===== src/rtl/core/ttba_pkg.sv =====
// Package with shared constants, codes and types of the transfer table allocator.
`timescale 1ns / 1ps
package ttba_pkg;

  localparam int DESCRIPTORS_DEF = 4;
  localparam int BLOCKS_DEF      = 64;
  localparam int BLOCK_BYTES_DEF = 64;

  localparam int ADDR_W   = 24;
  localparam int SIZE_W   = 24;
  localparam int SRC_W    = 16;
  localparam int TID_W    = 8;
  localparam int STATUS_W = 3;
  localparam int SLOT_W   = 2;
  localparam int COUNT_W  = 7;
  localparam int PADDR_W  = 3;

  localparam logic [1:0] OP_OPEN    = 2'd0;
  localparam logic [1:0] OP_RELEASE = 2'd1;
  localparam logic [1:0] OP_MARK    = 2'd2;

  localparam logic [2:0] ST_SUCCESS     = 3'd0;
  localparam logic [2:0] ST_EXISTS      = 3'd1;
  localparam logic [2:0] ST_COMPLETE    = 3'd2;
  localparam logic [2:0] ST_NO_RESOURCE = 3'd3;
  localparam logic [2:0] ST_NOT_FOUND   = 3'd4;
  localparam logic [2:0] ST_BAD_SIZE    = 3'd5;

  localparam logic REG_BASE_ADDRESS = 1'b0;

  typedef enum logic [1:0] {
    S_IDLE,
    S_DECIDE,
    S_SCAN,
    S_FINISH
  } ctl_state_t;

  typedef enum logic [1:0] {
    RES_NONE,
    RES_HIT,
    RES_FREE
  } res_sel_t;

  typedef struct packed {
    logic       capture;
    logic       set_res;
    logic [2:0] res_status;
    res_sel_t   res_sel;
    logic       release_hit;
    logic       mark_hit;
    logic       scan_init;
    logic       scan_step;
    logic       alloc;
    logic       load_out;
  } ttba_cmd_t;

  typedef struct packed {
    logic [1:0] op;
    logic       size_zero;
    logic       hit;
    logic       hit_done;
    logic       free_found;
    logic       scan_hit;
    logic       scan_last;
  } ttba_stat_t;

endpackage


===== src/rtl/core/ttba_ctrl.sv =====
// Controller state machine that sequences lookup, block scan and result delivery.
`timescale 1ns / 1ps
module ttba_ctrl (
  input  logic                  clk,
  input  logic                  rst_n,
  input  logic                  in_valid,
  output logic                  in_stall,
  output logic                  out_valid,
  input  logic                  out_stall,
  input  ttba_pkg::ttba_stat_t  stat,
  output ttba_pkg::ttba_cmd_t   cmd
);

  ttba_pkg::ctl_state_t state_r, state_nxt;
  logic out_valid_r, out_valid_nxt;

  always_ff @(posedge clk) begin
    if (!rst_n) begin
      state_r     <= ttba_pkg::S_IDLE;
      out_valid_r <= 1'b0;
    end else begin
      state_r     <= state_nxt;
      out_valid_r <= out_valid_nxt;
    end
  end

  always_comb begin
    state_nxt     = state_r;
    cmd           = '0;
    cmd.res_sel   = ttba_pkg::RES_NONE;
    in_stall      = 1'b1;
    out_valid_nxt = out_valid_r && out_stall;
    case (state_r)
      ttba_pkg::S_IDLE: begin
        in_stall = 1'b0;
        if (in_valid) begin
          cmd.capture = 1'b1;
          state_nxt   = ttba_pkg::S_DECIDE;
        end
      end
      ttba_pkg::S_DECIDE: begin
        state_nxt   = ttba_pkg::S_FINISH;
        cmd.set_res = 1'b1;
        case (stat.op)
          ttba_pkg::OP_OPEN: begin
            if (stat.size_zero) begin
              cmd.res_status = ttba_pkg::ST_BAD_SIZE;
            end else if (stat.hit) begin
              cmd.res_status = stat.hit_done ? ttba_pkg::ST_COMPLETE : ttba_pkg::ST_EXISTS;
              cmd.res_sel    = ttba_pkg::RES_HIT;
            end else if (!stat.free_found) begin
              cmd.res_status = ttba_pkg::ST_NO_RESOURCE;
            end else begin
              cmd.set_res   = 1'b0;
              cmd.scan_init = 1'b1;
              state_nxt     = ttba_pkg::S_SCAN;
            end
          end
          ttba_pkg::OP_RELEASE, ttba_pkg::OP_MARK: begin
            if (stat.hit) begin
              cmd.res_status  = ttba_pkg::ST_SUCCESS;
              cmd.res_sel     = ttba_pkg::RES_HIT;
              cmd.release_hit = (stat.op == ttba_pkg::OP_RELEASE);
              cmd.mark_hit    = (stat.op == ttba_pkg::OP_MARK);
            end else begin
              cmd.res_status = ttba_pkg::ST_NOT_FOUND;
            end
          end
          default: begin
            cmd.res_status = ttba_pkg::ST_NOT_FOUND;
          end
        endcase
      end
      ttba_pkg::S_SCAN: begin
        if (stat.scan_hit) begin
          cmd.alloc      = 1'b1;
          cmd.set_res    = 1'b1;
          cmd.res_status = ttba_pkg::ST_SUCCESS;
          cmd.res_sel    = ttba_pkg::RES_FREE;
          state_nxt      = ttba_pkg::S_FINISH;
        end else if (stat.scan_last) begin
          cmd.set_res    = 1'b1;
          cmd.res_status = ttba_pkg::ST_NO_RESOURCE;
          state_nxt      = ttba_pkg::S_FINISH;
        end else begin
          cmd.scan_step = 1'b1;
        end
      end
      ttba_pkg::S_FINISH: begin
        if (!out_valid_r || !out_stall) begin
          cmd.load_out  = 1'b1;
          out_valid_nxt = 1'b1;
          state_nxt     = ttba_pkg::S_IDLE;
        end
      end
      default: begin
        state_nxt = ttba_pkg::S_IDLE;
      end
    endcase
  end

  assign out_valid = out_valid_r;

endmodule


===== src/rtl/core/ttba_datapath.sv =====
// Datapath with descriptor table, block free map, first-fit scanner and result registers.
`timescale 1ns / 1ps
module ttba_datapath #(
  parameter int DESCRIPTORS = ttba_pkg::DESCRIPTORS_DEF,
  parameter int BLOCKS      = ttba_pkg::BLOCKS_DEF,
  parameter int BLOCK_BYTES = ttba_pkg::BLOCK_BYTES_DEF
) (
  input  logic                            clk,
  input  logic                            rst_n,
  input  ttba_pkg::ttba_cmd_t             cmd,
  output ttba_pkg::ttba_stat_t            stat,
  input  logic [ttba_pkg::ADDR_W-1:0]     base_address,
  input  logic [1:0]                      in_op,
  input  logic [ttba_pkg::SRC_W-1:0]      in_source_id,
  input  logic [ttba_pkg::TID_W-1:0]      in_transfer_id,
  input  logic [ttba_pkg::SIZE_W-1:0]     in_xfer_size,
  output logic [ttba_pkg::STATUS_W-1:0]   out_status,
  output logic [ttba_pkg::SLOT_W-1:0]     out_slot_index,
  output logic [ttba_pkg::ADDR_W-1:0]     out_block_address,
  output logic [ttba_pkg::COUNT_W-1:0]    out_block_count
);

  localparam int DW  = (DESCRIPTORS > 1) ? $clog2(DESCRIPTORS) : 1;
  localparam int IW  = (BLOCKS > 1) ? $clog2(BLOCKS) : 1;
  localparam int CW  = $clog2(BLOCKS + 1);
  localparam int RBW = $clog2(BLOCKS * BLOCK_BYTES + 1);

  logic [1:0]                    op_r;
  logic [ttba_pkg::SRC_W-1:0]    src_r;
  logic [ttba_pkg::TID_W-1:0]    tid_r;
  logic [ttba_pkg::SIZE_W-1:0]   size_r;

  logic [DESCRIPTORS-1:0]        active_r, active_nxt;
  logic [DESCRIPTORS-1:0]        done_r, done_nxt;
  logic [ttba_pkg::SRC_W-1:0]    dsrc_r   [DESCRIPTORS];
  logic [ttba_pkg::TID_W-1:0]    dtid_r   [DESCRIPTORS];
  logic [IW-1:0]                 dfirst_r [DESCRIPTORS];
  logic [CW-1:0]                 dcnt_r   [DESCRIPTORS];

  logic [BLOCKS-1:0]             map_r, map_nxt;
  logic [IW-1:0]                 b_r;
  logic [CW-1:0]                 run_r;
  logic [RBW-1:0]                bytes_r;

  logic [ttba_pkg::STATUS_W-1:0] res_status_r;
  logic                          res_desc_r;
  logic [DW-1:0]                 res_slot_r;

  logic [ttba_pkg::STATUS_W-1:0] out_status_r;
  logic [ttba_pkg::SLOT_W-1:0]   out_slot_r;
  logic [ttba_pkg::ADDR_W-1:0]   out_addr_r;
  logic [ttba_pkg::COUNT_W-1:0]  out_count_r;

  logic                          hit, free_found;
  logic [DW-1:0]                 hit_idx, free_idx;
  logic [RBW-1:0]                bytes_inc;
  logic                          scan_hit;
  logic [IW-1:0]                 alloc_first;
  logic [IW:0]                   rel_end;
  logic [31:0]                   addr_calc;

  always_comb begin
    hit        = 1'b0;
    hit_idx    = '0;
    free_found = 1'b0;
    free_idx   = '0;
    for (int d = 0; d < DESCRIPTORS; d++) begin
      if (!hit && active_r[d] && dsrc_r[d] == src_r && dtid_r[d] == tid_r) begin
        hit     = 1'b1;
        hit_idx = DW'(d);
      end
      if (!free_found && !active_r[d]) begin
        free_found = 1'b1;
        free_idx   = DW'(d);
      end
    end
  end

  assign bytes_inc   = bytes_r + RBW'(BLOCK_BYTES);
  assign scan_hit    = map_r[b_r] && (32'(bytes_inc) >= 32'(size_r));
  assign alloc_first = b_r - run_r[IW-1:0];
  assign rel_end     = (IW + 1)'(dfirst_r[hit_idx]) + (IW + 1)'(dcnt_r[hit_idx]);
  assign addr_calc   = 32'(base_address) + 32'(dfirst_r[res_slot_r]) * 32'(BLOCK_BYTES);

  always_comb begin
    stat.op         = op_r;
    stat.size_zero  = (size_r == '0);
    stat.hit        = hit;
    stat.hit_done   = done_r[hit_idx];
    stat.free_found = free_found;
    stat.scan_hit   = scan_hit;
    stat.scan_last  = (b_r == IW'(BLOCKS - 1));
  end

  always_comb begin
    active_nxt = active_r;
    done_nxt   = done_r;
    map_nxt    = map_r;
    if (cmd.release_hit) begin
      active_nxt[hit_idx] = 1'b0;
      done_nxt[hit_idx]   = 1'b0;
      for (int j = 0; j < BLOCKS; j++) begin
        if ((IW + 1)'(j) >= (IW + 1)'(dfirst_r[hit_idx]) && (IW + 1)'(j) < rel_end) begin
          map_nxt[j] = 1'b1;
        end
      end
    end
    if (cmd.mark_hit) begin
      done_nxt[hit_idx] = 1'b1;
    end
    if (cmd.alloc) begin
      active_nxt[free_idx] = 1'b1;
      done_nxt[free_idx]   = 1'b0;
      for (int j = 0; j < BLOCKS; j++) begin
        if (IW'(j) >= alloc_first && IW'(j) <= b_r) begin
          map_nxt[j] = 1'b0;
        end
      end
    end
  end

  always_ff @(posedge clk) begin
    if (!rst_n) begin
      active_r <= '0;
      done_r   <= '0;
      map_r    <= '1;
    end else begin
      active_r <= active_nxt;
      done_r   <= done_nxt;
      map_r    <= map_nxt;
    end
  end

  always_ff @(posedge clk) begin
    if (cmd.capture) begin
      op_r   <= in_op;
      src_r  <= in_source_id;
      tid_r  <= in_transfer_id;
      size_r <= in_xfer_size;
    end
    if (cmd.scan_init) begin
      b_r     <= '0;
      run_r   <= '0;
      bytes_r <= '0;
    end else if (cmd.scan_step) begin
      b_r <= b_r + IW'(1);
      if (map_r[b_r]) begin
        run_r   <= run_r + CW'(1);
        bytes_r <= bytes_inc;
      end else begin
        run_r   <= '0;
        bytes_r <= '0;
      end
    end
    if (cmd.alloc) begin
      dsrc_r[free_idx]   <= src_r;
      dtid_r[free_idx]   <= tid_r;
      dfirst_r[free_idx] <= alloc_first;
      dcnt_r[free_idx]   <= run_r + CW'(1);
    end
    if (cmd.set_res) begin
      res_status_r <= cmd.res_status;
      res_desc_r   <= (cmd.res_sel != ttba_pkg::RES_NONE);
      res_slot_r   <= (cmd.res_sel == ttba_pkg::RES_FREE) ? free_idx : hit_idx;
    end
    if (cmd.load_out) begin
      out_status_r <= res_status_r;
      if (res_desc_r) begin
        out_slot_r  <= ttba_pkg::SLOT_W'(res_slot_r);
        out_addr_r  <= addr_calc[ttba_pkg::ADDR_W-1:0];
        out_count_r <= ttba_pkg::COUNT_W'(dcnt_r[res_slot_r]);
      end else begin
        out_slot_r  <= '0;
        out_addr_r  <= '0;
        out_count_r <= '0;
      end
    end
  end

  assign out_status        = out_status_r;
  assign out_slot_index    = out_slot_r;
  assign out_block_address = out_addr_r;
  assign out_block_count   = out_count_r;

endmodule


===== src/rtl/core/transfer_table_block_allocator_top.sv =====
// Top level of the transfer table block allocator with its configuration register.
//
//   Channel  Direction  Handshake         Payload
//   in       sink       in_valid/stall    op, source_id, transfer_id, xfer_size
//   out      source     out_valid/stall   status, slot_index, block_address, block_count
//   cfg      sink       APB psel/penable  base_address at byte address 0
//
// Release, mark-complete and opens settled at lookup go from S_DECIDE straight to S_FINISH.
// An open that scans the free map checks one block per cycle, from block 0 up to BLOCKS - 1.
// One request is in flight at a time; in_stall is high from accept until the result beat.
// A stalled result beat holds the finished request; the next one is taken meanwhile.
// Synchronous reset frees all descriptors and blocks; no clearing pass is needed.
`timescale 1ns / 1ps
module transfer_table_block_allocator_top #(
  parameter int DESCRIPTORS = ttba_pkg::DESCRIPTORS_DEF,
  parameter int BLOCKS      = ttba_pkg::BLOCKS_DEF,
  parameter int BLOCK_BYTES = ttba_pkg::BLOCK_BYTES_DEF
) (
  input  logic                           clk,
  input  logic                           rst_n,
  input  logic                           in_valid,
  output logic                           in_stall,
  input  logic [1:0]                     in_op,
  input  logic [ttba_pkg::SRC_W-1:0]     in_source_id,
  input  logic [ttba_pkg::TID_W-1:0]     in_transfer_id,
  input  logic [ttba_pkg::SIZE_W-1:0]    in_xfer_size,
  output logic                           out_valid,
  input  logic                           out_stall,
  output logic [ttba_pkg::STATUS_W-1:0]  out_status,
  output logic [ttba_pkg::SLOT_W-1:0]    out_slot_index,
  output logic [ttba_pkg::ADDR_W-1:0]    out_block_address,
  output logic [ttba_pkg::COUNT_W-1:0]   out_block_count,
  input  logic                           psel,
  input  logic                           penable,
  input  logic                           pwrite,
  input  logic [ttba_pkg::PADDR_W-1:0]   paddr,
  input  logic [31:0]                    pwdata,
  output logic [31:0]                    prdata,
  output logic                           pready
);

  ttba_pkg::ttba_cmd_t            cmd;
  ttba_pkg::ttba_stat_t           stat;
  logic [ttba_pkg::ADDR_W-1:0]    base_r;
  logic                           reg_sel;

  assign reg_sel = (paddr[ttba_pkg::PADDR_W-1] == ttba_pkg::REG_BASE_ADDRESS);
  assign pready  = 1'b1;
  assign prdata  = reg_sel ? 32'(base_r) : '0;

  always_ff @(posedge clk) begin
    if (!rst_n) begin
      base_r <= '0;
    end else if (psel && penable && pwrite && reg_sel) begin
      base_r <= pwdata[ttba_pkg::ADDR_W-1:0];
    end
  end

  ttba_ctrl u_ctrl (
    .clk       (clk),
    .rst_n     (rst_n),
    .in_valid  (in_valid),
    .in_stall  (in_stall),
    .out_valid (out_valid),
    .out_stall (out_stall),
    .stat      (stat),
    .cmd       (cmd)
  );

  ttba_datapath #(
    .DESCRIPTORS (DESCRIPTORS),
    .BLOCKS      (BLOCKS),
    .BLOCK_BYTES (BLOCK_BYTES)
  ) u_dp (
    .clk               (clk),
    .rst_n             (rst_n),
    .cmd               (cmd),
    .stat              (stat),
    .base_address      (base_r),
    .in_op             (in_op),
    .in_source_id      (in_source_id),
    .in_transfer_id    (in_transfer_id),
    .in_xfer_size      (in_xfer_size),
    .out_status        (out_status),
    .out_slot_index    (out_slot_index),
    .out_block_address (out_block_address),
    .out_block_count   (out_block_count)
  );

endmodule


===== config.mk =====
export PLATFORM = sky130hd
export DESIGN_NAME = transfer_table_block_allocator_top
export DESIGN_NICKNAME = d
export VERILOG_FILES = /design/src/rtl/core/ttba_pkg.sv /design/src/rtl/core/ttba_ctrl.sv /design/src/rtl/core/ttba_datapath.sv /design/src/rtl/core/transfer_table_block_allocator_top.sv
export SDC_FILE = /design/constraint.sdc
export NUM_CORES = 1
export LEC_CHECK = 0
export BUFFER_PORTS_ARGS = -buffer_cell sky130_fd_sc_hd__clkbuf_2
export CAP_MARGIN = 25
export CORE_MARGIN = 2
export CORE_UTILIZATION = 56
export DETAILED_ROUTE_END_ITERATION = 12
export GPL_TIMING_DRIVEN = 1
export MAX_ROUTING_LAYER = met4
export PLACE_DENSITY = 0.76
export SETUP_SLACK_MARGIN = 0.15
export SLEW_MARGIN = 20
export SYNTH_ARGS = -nofsm -noshare
export SYNTH_HDL_FRONTEND = slang
export SYNTH_HIERARCHICAL = 1
export SYNTH_SLANG_ARGS = --single-unit

===== constraint.sdc =====
create_clock -name clk -period 5.4 [get_ports clk]
set_input_delay 0.54 -clock clk [delete_from_list [all_inputs] [get_ports clk]]
set_output_delay 0.54 -clock clk [all_outputs]
set_load 0.005 [all_outputs]

[Word level (Yosys, flattened, before mapping)]
Memory sizes are Yosys's and may differ from the RTL's. A register that Yosys moved wholly into a read port is not among the register bits.
Index checks and enable logic that the tools add are counted.
Storage, ports and cells
  register bits after elaboration: 210
  RAM bits: 148
  bits of input ports: 92
  output and inout bits: 71
  word-level logic and storage cells: 690
  memories kept: 4
Memory list
  u_dp.dsrc_r: words 4, bits a word 16, rd ports 4, clocked after Yosys merged registers in 0, write ports 1, line ttba_datapath.sv:35  | logic [ttba_pkg::SRC_W-1:0] dsrc_r [DESCRIPTORS];
  u_dp.dtid_r: words 4, bits a word 8, rd ports 4, clocked after Yosys merged registers in 0, write ports 1, line ttba_datapath.sv:36  | logic [ttba_pkg::TID_W-1:0] dtid_r [DESCRIPTORS];
  u_dp.dcnt_r: words 4, bits a word 7, rd ports 2, clocked after Yosys merged registers in 1, write ports 1, line ttba_datapath.sv:38  | logic [CW-1:0] dcnt_r [DESCRIPTORS];
  u_dp.dfirst_r: words 4, bits a word 6, rd ports 2, clocked after Yosys merged registers in 1, write ports 1, line ttba_datapath.sv:37  | logic [IW-1:0] dfirst_r [DESCRIPTORS];
Cells by class
  add/subtract/negate cells: 6
  $lt $le $gt $ge: 261
  equal/unequal tests: 18
  muxes and demuxes: 208
  bitwise gates (word level): 8
  reduce and logical (&&, ||, !) cells: 166
Operators by type and width (count)
  $ge 6x6->1 const A: 63
  $lt 6x7->1 const A: 32
  $ge 5x6->1 const A: 32
  $le 6x6->1 const A: 32
  $mux 1: 165
  $logic_and 1x1->1: 148
  $mux 64: 2
  $lt 5x7->1 const A: 16
  $ge 4x6->1 const A: 16
  $le 5x6->1 const A: 16
  $eq 16x16->1: 4
  $lt 4x7->1 const A: 8
  $ge 3x6->1 const A: 8
  $le 4x6->1 const A: 8
  $mux 2: 18
  $eq 8x8->1: 4
  $lt 3x7->1 const A: 4
  $mux 4: 7
  $add 24x12->24: 1
  $ge 1x6->1 const A: 4
  $ge 13x24->1: 1
  $ge 2x6->1 const A: 4
  $le 3x6->1 const A: 4
  $logic_not 24->1: 1
  other kinds (39): 69

[Logic depth before layout (Yosys ltp)]
Gate-level depths: netlist of run 1.
An unclocked memory read counts as a cell.
  depth in word-level cells: 31
  gate-level depth with buffers: 25

[Hierarchy]
The synthesis of run 1 kept the hierarchy.
Modules (own cells, without submodules)
  ttba_datapath: times used 1, cells an instance 1451, area an instance 16535.9 um^2
  transfer_table_block_allocator_top: times used 1, cells an instance 142, area an instance 1224.9 um^2
  ttba_ctrl: times used 1, cells an instance 57, area an instance 449.2 um^2

[Worst setup path before layout of run 1]
OpenSTA, ideal clock, no wires.
  kind: reg2reg
  start: reg u_dp/tid_r[6] in the netlist's numbering
  end: reg u_dp.map_r[6]
  data arrival time: 4767 ps
  required time: 5280 ps
  slack: 514 ps
  stages on the path, launching flop included: 25
  buffers on the path: 5
  clock period less this slack: 4886 ps
  cells stage by stage: edfxtp_1 > buf_2 > xnor2_1 > nand4_1 > nor4_1 > nand4_1 > buf_2 > buf_2 > nand2_1 > or2_2 > clkbuf_1 > o22ai_1 > nor3_1 > ha_1 > a21o_1 > a21oi_2 > o21bai_1 > a21oi_1 > xnor2_1 > or2_2 > mux2i_4 > nand2_2 > buf_2 > o211a_1 > o31a_1
On the way
  word-level cells in the longest chain between the ends: 26
  elaborated cells on any way between the ends: 37
Ends and longest elaborated chain
  start: declaration: line ttba_datapath.sv:30  | logic [ttba_pkg::TID_W-1:0] tid_r;
  start signal: assignment: line ttba_datapath.sv:138  | tid_r <= in_transfer_id;
  $eq 8x8->1: line ttba_datapath.sv:68  | if (!hit && active_r[d] && dsrc_r[d] == src_r && dtid_r[d] == tid_r) begin
  $logic_and 1x1->1: line ttba_datapath.sv:68
  $mux 1: line ttba_datapath.sv:68
  $logic_not 1->1: line ttba_datapath.sv:68
  $logic_and 1x1->1 (3 in series): line ttba_datapath.sv:68
  $mux 1: line ttba_datapath.sv:68
  $logic_not 1->1: line ttba_datapath.sv:68
  $logic_and 1x1->1 (3 in series): line ttba_datapath.sv:68
  [... 6 more ...]
  $mem_v2 4x6 or $mem_v2 4x7 (tied branches)
  $add 6x7->7: line ttba_datapath.sv:82  | assign rel_end = (IW + 1)'(dfirst_r[hit_idx]) + (IW + 1)'(dcnt_r[hit_idx]);
  $lt 3x7->1: line ttba_datapath.sv:103  | if ((IW + 1)'(j) >= (IW + 1)'(dfirst_r[hit_idx]) && (IW + 1)'(j) < rel_end) begin
  $logic_and 1x1->1: line ttba_datapath.sv:103
  $mux 1: line ttba_datapath.sv:103
  $mux 64 *: line ttba_datapath.sv:99  | if (cmd.release_hit) begin
  $mux 1: line ttba_datapath.sv:115  | if (IW'(j) >= alloc_first && IW'(j) <= b_r) begin
  $mux 64 *: line ttba_datapath.sv:111  | if (cmd.alloc) begin
  end signal: assignment: line ttba_datapath.sv:130  | map_r <= map_nxt;
  end: declaration: line ttba_datapath.sv:40  | logic [BLOCKS-1:0] map_r, map_nxt;
Mark *: on every way between the ends. The rest lies on a longest branch, timed or not.
A chain may end at the register's enable or synchronous reset.

[Final worst setup path of run 1]
  start: reg u_dp/src_r[6] in the netlist's numbering
  end: reg u_dp.map_r[0]
On the way
  word-level cells in the longest chain between the ends: 27
  elaborated cells on any way between the ends: 38
Ends and longest elaborated chain
  start: declaration: line ttba_datapath.sv:29  | logic [ttba_pkg::SRC_W-1:0] src_r;
  start signal: assignment: line ttba_datapath.sv:137  | src_r <= in_source_id;
  $eq 16x16->1: line ttba_datapath.sv:68
  $logic_and 1x1->1 (2 in series): line ttba_datapath.sv:68
  $mux 1: line ttba_datapath.sv:68
  $logic_not 1->1: line ttba_datapath.sv:68
  $logic_and 1x1->1 (3 in series): line ttba_datapath.sv:68
  $mux 1: line ttba_datapath.sv:68
  $logic_not 1->1: line ttba_datapath.sv:68
  $logic_and 1x1->1 (3 in series): line ttba_datapath.sv:68
  [... 6 more ...]
  $mem_v2 4x6 or $mem_v2 4x7 (tied branches)
  $add 6x7->7: line ttba_datapath.sv:82
  $lt 1x7->1: line ttba_datapath.sv:103
  $logic_and 1x1->1: line ttba_datapath.sv:103
  $mux 1: line ttba_datapath.sv:103
  $mux 64 *: line ttba_datapath.sv:99
  $mux 1: line ttba_datapath.sv:115
  $mux 64 *: line ttba_datapath.sv:111
Marks and branches as above.

==> flow_metrics.tcl, run 1 <==
set metrics [dict create \
    run_status "finished, final reports clean" \
    fin_cells 2333 \
    path_cells "xnor2_1 > nand4_1 > nor4_1 > nand4_1 > buf_4 > buf_4 > nand2b_2 > buf_4 > nor2_1 > nor3_1 > buf_4 > ha_1 > inv_1 > o21bai_1 > a21oi_1 > xnor2_1 > or2_2 > mux2i_4 > nand2_2 > o211a_1 > o32a_1" \
    ir_worst_vdd_mv 0.330 \
    route.detailed.drc 0 \
    avgSynthCellArea_um2 11.0 \
    synth-edff-count 240 \
    tightest_slew_ns 0.963 \
    fin_crit_sh_pct 92.8 \
    hold_viol_final 0 \
    dr_total_vias 14400 \
    io_pins 163 \
    reg2reg_from "u_dp/src_r[6]$_DFFE_PP_" \
    utilization_pct 66.0 \
    async_flop_share_pct 0 \
    finalWirelength_um 52200 \
    start_kind "register" \
    r2r-end "u_dp/map_r[0]$_SDFF_PN1_" \
    clockBufferDepth 3 \
    hp-class "in -> reg" \
    gp_congestion 0.967 \
    r2r_cells 21 \
    htreeDepth 2 \
    yosysWarnings 6 \
    clk_pin_slew_worst_paths_ns 0.06 \
    overflow 0 \
    worstSetupStartpoint "u_dp/src_r[6]$_DFFE_PP_" \
    crit_family "simple AND/OR/NAND/NOR gates" \
    dp.cells 2253 \
    min_period_ns 5.01 \
    grt_pass1_vias 13700 \
    wl_per_cell_um 22.4 \
    drtIter0Drc 1604 \
    rows 66 \
    grt_pass1_wl_um 79000 \
    die_height_um 184 \
    layout-drive-gt1-share_pct 21.0 \
    antenna_found_initial 0 \
    cts_root_buf "clkbuf_16" \
    start_util_pct 56.4 \
    hp-start "in_transfer_id[2]" \
    grt_setup_unrepaired "no" \
    cts.sinks 361 \
    relSlewSlack_pct 35.8 \
    insertion_delay_ns 0.55 \
    grt_usage_pct 31.5 \
    cp.depth 21 \
    maxClockFrequency_ghz 0.200 \
    cts_buffers 39 \
    ys_seq_area_share_pct 52.9 \
    netlist_instances 1650 \
    cts_tree "done" \
    crit_path_frequent_cell "buf_4" \
    end_kind "register" \
    ys_seq_elements 361 \
    die_area_um2 34000 \
    cpPeakStageDelay_ns 0.41 \
    finalSetupTns_ns 0 \
    core-area_um2 32300 \
    cap_violations 0 \
    fill_cells 2457 \
    synth_top_flop_cell "edfxtp_1" \
    critPathKind "reg -> reg" \
    arrival_ns 5.44 \
    die_x_um 184 \
    syn2layout_area_growth_pct 17.1 \
    crit_required_ns 5.82 \
    finalNetCount 1995 \
    power_density_nw_per_um2 414 \
    portBuffers 143 \
    antennaDiodeCount 0 \
    grt_max_degree 44 \
    crit_end "u_dp/map_r[0]$_SDFF_PN1_" \
    firstDrtPassIters 5 \
    finClkSkew_ns 0.0223 \
    crit_fanout 14 \
    cp_num_buf_inv 5 \
    slowest_stage "edfxtp_1" \
    setup_viol 0 \
    ant_nets 0 \
    slew_violations 0 \
    whs_ns 0.167 \
    reg2reg_slack_ns 0.39 \
    dp_hpwl_um 37100 \
    synth_area_um2 18200 \
    synth_cell_type_count 89 \
    viasPerCell 6.18 \
    leakage_nw 7.93 \
]
[synth_stat cells, types with 11 or more instances]
master    count  share of area [%]
mux4_2       31                3.8
edfxtp_1    240                 40
nor4_1       15               0.52
nand3_1      41                1.1
nand2_1     133                2.7
nand4_1      25               0.86
nor2_1      111                2.3
clkbuf_1     51                1.1
o22ai_1      22               0.76
a31oi_1      27               0.93
nor2b_1      41                1.4
a211oi_1     26                1.1
ha_1         38                2.6
a21boi_0     14               0.58
nand2b_1     17               0.58
dfxtp_1     121                 13
xnor2_1      84                4.0
a21oi_1      76                2.1
mux2i_1      31                1.7
o221ai_1     16               0.77
xor2_1       47                2.3
buf_2        16               0.44
o21ai_0      80                2.2
and2_1       27               0.93
o31ai_1      11               0.45
and3_1       12               0.41
o211ai_1     15               0.62
a21o_1       14               0.58
nor3_1       37                1.0
inv_1        71                1.5
buf_4        16               0.66
[cell families (layout without fill, tap and decap cells)]
group	count (synthesis)	count (layout)	share of synthesized area (%)
fa+ha+maj	41	41	2.94
compound gates	382	382	14.1
flops	361	361	52.9
xor+xnor	132	132	6.39
other cells	2	9	0.0412
mux	66	66	5.85
simple gates	497	497	13.6
buf+inv	169	403	4.18
[repair_timing]
item	CTS	global route
buffers inserted	0	9
endpoints found under the setup margin	0	54
hold buffers	0	0
gates resized for setup	0	6
[how the worst min path moves through the flow]
stage	endpoint	slack, ns	cells after the start
after floorplan	u_dp/out_status[0]$_DFFE_PP_	0.40	0
after global placement	u_dp/out_status[1]$_DFFE_PP_	0.41	0
after detailed placement	u_dp/out_status[1]$_DFFE_PP_	0.40	0
after CTS	u_dp/tid_r[5]$_DFFE_PP_	0.15	1
after global routing	u_dp/tid_r[2]$_DFFE_PP_	0.15	1
final	u_dp/tid_r[2]$_DFFE_PP_	0.17	1
[routing by layer]
metal | track usage (%) | share of wire [%] | wire, µm
met1 | 43.1 | 42 | 21800
met5 | - | 0 | 0
met4 | 10.2 | 3.1 | 1640
met2 | 47.9 | 45 | 23700
met3 | 5.49 | 9.7 | 5040
[registers in the layout, indices dropped and copies added, names as in the netlist, 3 cells and up, named ones only]
register,flops
u_dp/run_r,7
u_dp/dcnt_r,28
u_dp/dfirst_r,24
u_dp/out_block_count,7
u_dp/size_r,24
u_dp/out_status,3
u_dp/b_r,6
u_dp/map_r,64
u_dp/dtid_r,32
u_dp/out_block_address,24
u_dp/bytes_r,7
base_r,24
u_dp/src_r,16
u_dp/tid_r,8
u_dp/res_status_r,3
u_dp/done_r,4
u_dp/dsrc_r,64
u_dp/active_r,4
[cell type report]
class / count / area, µm² / area share [%]
flip-flops and latches: 361 / 9630 / 45.2
multi-input cells: 1127 / 7900 / 37.1
repair buffers: 258 / 1640 / 7.68
clock buffers: 51 / 1060 / 4.98
well taps: 442 / 553 / 2.59
inverters: 75 / 282 / 1.32
clock inverters: 19 / 260 / 1.22
[power breakdown]
group	internal (W)	leakage (nW)	switching, W
combinational	0.000804	4.13	0.00176
clock	0.00160	0.637	0.00112
sequential	0.00331	3.16	0.000240
total	0.00571	7.93	0.00312
[through the flow]
stage | instance area (µm²) | setup slack [ns] | power [W]
finish | 21300 | 0.388 | 0.00883
global placement | 19900 | 0.412 | 0.00599
detailed placement | 19900 | 0.241 | 0.00602
CTS | 21200 | 0.276 | 0.00873
global route | 21300 | 0.144 | 0.00917
floorplan | 18200 | 0.514 | 0.00513
[layout by cell type, fill, tap and decap left out, types with 14 or more instances in the layout]
cell,instances
nand4_1,25
ha_1,38
nor3_1,35
a21o_1,14
xnor2_1,84
a211oi_1,26
clkbuf_16,39
nor4_1,15
dfxtp_1,121
o21ai_0,80
o211ai_1,15
o221ai_1,16
a21oi_1,75
edfxtp_1,240
buf_4,110
o22ai_1,22
a31oi_1,27
nor2b_1,41
inv_1,71
clkbuf_2,142
and2_1,26
nand2b_1,16
nand3_1,41
nand2_1,133
nor2_1,108
mux2i_1,31
xor2_1,47
mux4_2,31
Power figures use the tool's default switching activity.
==> inputs of run 2 (changes only) <==
BUFFER_PORTS_ARGS = -buffer_cell sky130_fd_sc_hd__buf_2   (was -buffer_cell sky130_fd_sc_hd__clkbuf_2)
clock period = 5.5 ns   (was 5.4 ns; I/O delays follow)
==> run 2 against run 1 <==
Compared with the run above:
- worst setup slack gained 0.032 ns
- maximum frequency down 1.3%
- sequential power fell by 2%
- sequential share of layout area up 0.40 points
- clock power shrank 4%
- total power decreased by 2.4%
- via count decreased by 1.6%
- hold slack worse by 0.0064 ns
- cell area is 0.87% lower
- largest cell class unchanged
==> flow_metrics.tcl, run 2 (synthesis gave the netlist of run 1 again) <==
set metrics [dict create \
    run_status "finished, final reports clean" \
    overflow 0 \
    syn2layout_area_growth_pct 16.1 \
    critPathKind "reg -> reg" \
    fin_crit_sh_pct 92.4 \
    antenna_found_initial 0 \
    grt_setup_unrepaired "no" \
    clockBufferDepth 3 \
    crit_required_ns 5.93 \
    insertion_delay_ns 0.56 \
    cap_violations 0 \
    r2r-end "u_dp/map_r[21]$_SDFF_PN1_" \
    ir_worst_vdd_mv 0.365 \
    layout-drive-gt1-share_pct 20.4 \
    start_kind "register" \
    dr_total_vias 14200 \
    leakage_nw 7.84 \
    reg2reg_from "u_dp/tid_r[5]$_DFFE_PP_" \
    hold_buffers 0 \
    cts_tree "done" \
    hold_viol_final 0 \
    grt_pass1_vias 13200 \
    cts_buffers 40 \
    die_x_um 184 \
    wl_met3_um 5100 \
    finalSetupTns_ns 0 \
    cts.sinks 361 \
    die_area_um2 34000 \
    reg2reg_slack_ns 0.42 \
    finalWirelength_um 51400 \
    htreeDepth 2 \
    die_height_um 184 \
    power_density_nw_per_um2 408 \
    wl_met1_um 21900 \
    slew_violations 0 \
    layout.cells.most_common_list "240 x edfxtp_1, 143 x buf_2, 132 x nand2_1" \
    grt_max_degree 51 \
    worstSetupStartpoint "u_dp/tid_r[5]$_DFFE_PP_" \
    end_kind "register" \
    finClkSkew_ns 0.0354 \
    fill_cells 2440 \
    hp-class "in -> reg" \
    crit_fanout 12 \
    setup_slack_ns 0.420 \
    crit_end "u_dp/map_r[21]$_SDFF_PN1_" \
    wl_per_cell_um 22.2 \
    finalNetCount 1972 \
    grt_usage_pct 30.7 \
    min_period_ns 5.08 \
    grt_pass1_wl_um 77000 \
    tightest_slew_ns 0.983 \
    drtIter0Drc 1689 \
    dp_hpwl_um 35800 \
    ant_nets 0 \
    route.detailed.drc 0 \
    start_util_pct 56.4 \
    firstDrtPassIters 5 \
    viasPerCell 6.14 \
    relSlewSlack_pct 34.3 \
    core-area_um2 32300 \
    rows 66 \
    layout_commonest_cell "edfxtp_1" \
    arrival_ns 5.51 \
    r2r_cells 20 \
    cts_root_buf "clkbuf_16" \
    maxClockFrequency_ghz 0.197 \
    pre_cts_slack_ns 0.126 \
    io_pins 163 \
    met2WireLength_um 22900 \
    clk_pin_slew_worst_paths_ns 0.06 \
    antennaDiodeCount 0 \
    portBuffers 143 \
    setup_viol 0 \
    top_layer "met4" \
    reg_top3 "u_dp/dsrc_r (64), u_dp/map_r (64), u_dp/dtid_r (32)" \
    gp_congestion 1.01 \
]
run 2: changes by cell type in the layout (fill, tap and decap cells not counted), sizes merged:
cell / delta
buf: +118
bufinv: -1
clkbuf: -149
clkinv: +13
clkinvlp: -3
run 2: critical path, stage by stage (launching register included):
cell	delay, ns
edfxtp_1	0.57
xnor2_1	0.27
nand4_1	0.16
nor4_2	0.31
nand4_2	0.20
buf_4	0.21
a31oi_4	0.19
buf_4	0.25
o22ai_1	0.11
a21oi_2	0.21
ha_1	0.28
a21o_1	0.17
a21oi_2	0.15
o21bai_1	0.09
a21oi_2	0.20
xnor2_1	0.11
or2_2	0.33
mux2i_4	0.30
nand2_1	0.25
o221a_1	0.31
a221o_1	0.28
run 2: cell type report:
class	count	area, µm²	area share, %
Sequential cell	361	9630	45.6
Timing Repair Buffer	234	1440	6.80
Inverter	75	282	1.33
Clock buffer	44	1020	4.81
Clock inverter	28	269	1.27
Multi-Input combinational cell	1127	7950	37.6
Tap cell	442	553	2.62
run 2: worst min path at each step:
| stage | from | to | slack [ns] | depth (start not counted) |
|---|---|---|---|---|
| 2_1_floorplan | u_dp/res_status_r[0]$_DFFE_PP_ | u_dp/out_status[0]$_DFFE_PP_ | 0.40 | 0 |
| 3_3_place_gp | u_dp/res_status_r[2]$_DFFE_PP_ | u_dp/out_status[2]$_DFFE_PP_ | 0.41 | 0 |
| 3_5_place_dp | u_dp/res_status_r[2]$_DFFE_PP_ | u_dp/out_status[2]$_DFFE_PP_ | 0.41 | 0 |
| 4_1_cts | in_transfer_id[5] | u_dp/tid_r[5]$_DFFE_PP_ | 0.15 | 1 |
| 5_1_grt | in_source_id[7] | u_dp/src_r[7]$_DFFE_PP_ | 0.15 | 1 |
| 6_report | in_source_id[8] | u_dp/src_r[8]$_DFFE_PP_ | 0.16 | 1 |
run 2: per-stage QoR:
stage	cells	util, %	hold WS [ns]	total power, W	area [µm²]
floorplan	1657	-	0.400	0.00504	18200
global placement	2221	60.8	0.407	0.00591	19600
detailed placement	2221	60.9	0.407	0.00594	19600
CTS	2293	64.9	0.151	0.00854	20900
global route	2311	65.5	0.152	0.00897	21100
finish	2311	65.5	0.160	0.00862	21100
run 2: metal layers:
layer / track usage (%) / up-vias
met4: 9.47 / 0
li1: - / 6443
met2: 46.0 / 836
met1: 43.0 / 6809
met3: 4.98 / 109
met5: - / -
run 2: where the power goes:
part           switching [W]  internal, W
registers           0.000228      0.00325
clock network        0.00111      0.00149
logic                0.00174     0.000795
run 2: timing repair:
action	4_1_cts	5_1_grt
endpoints found under the setup margin	6	57
buffers inserted	0	18
pin swaps	0	3
gates resized for setup	2	11
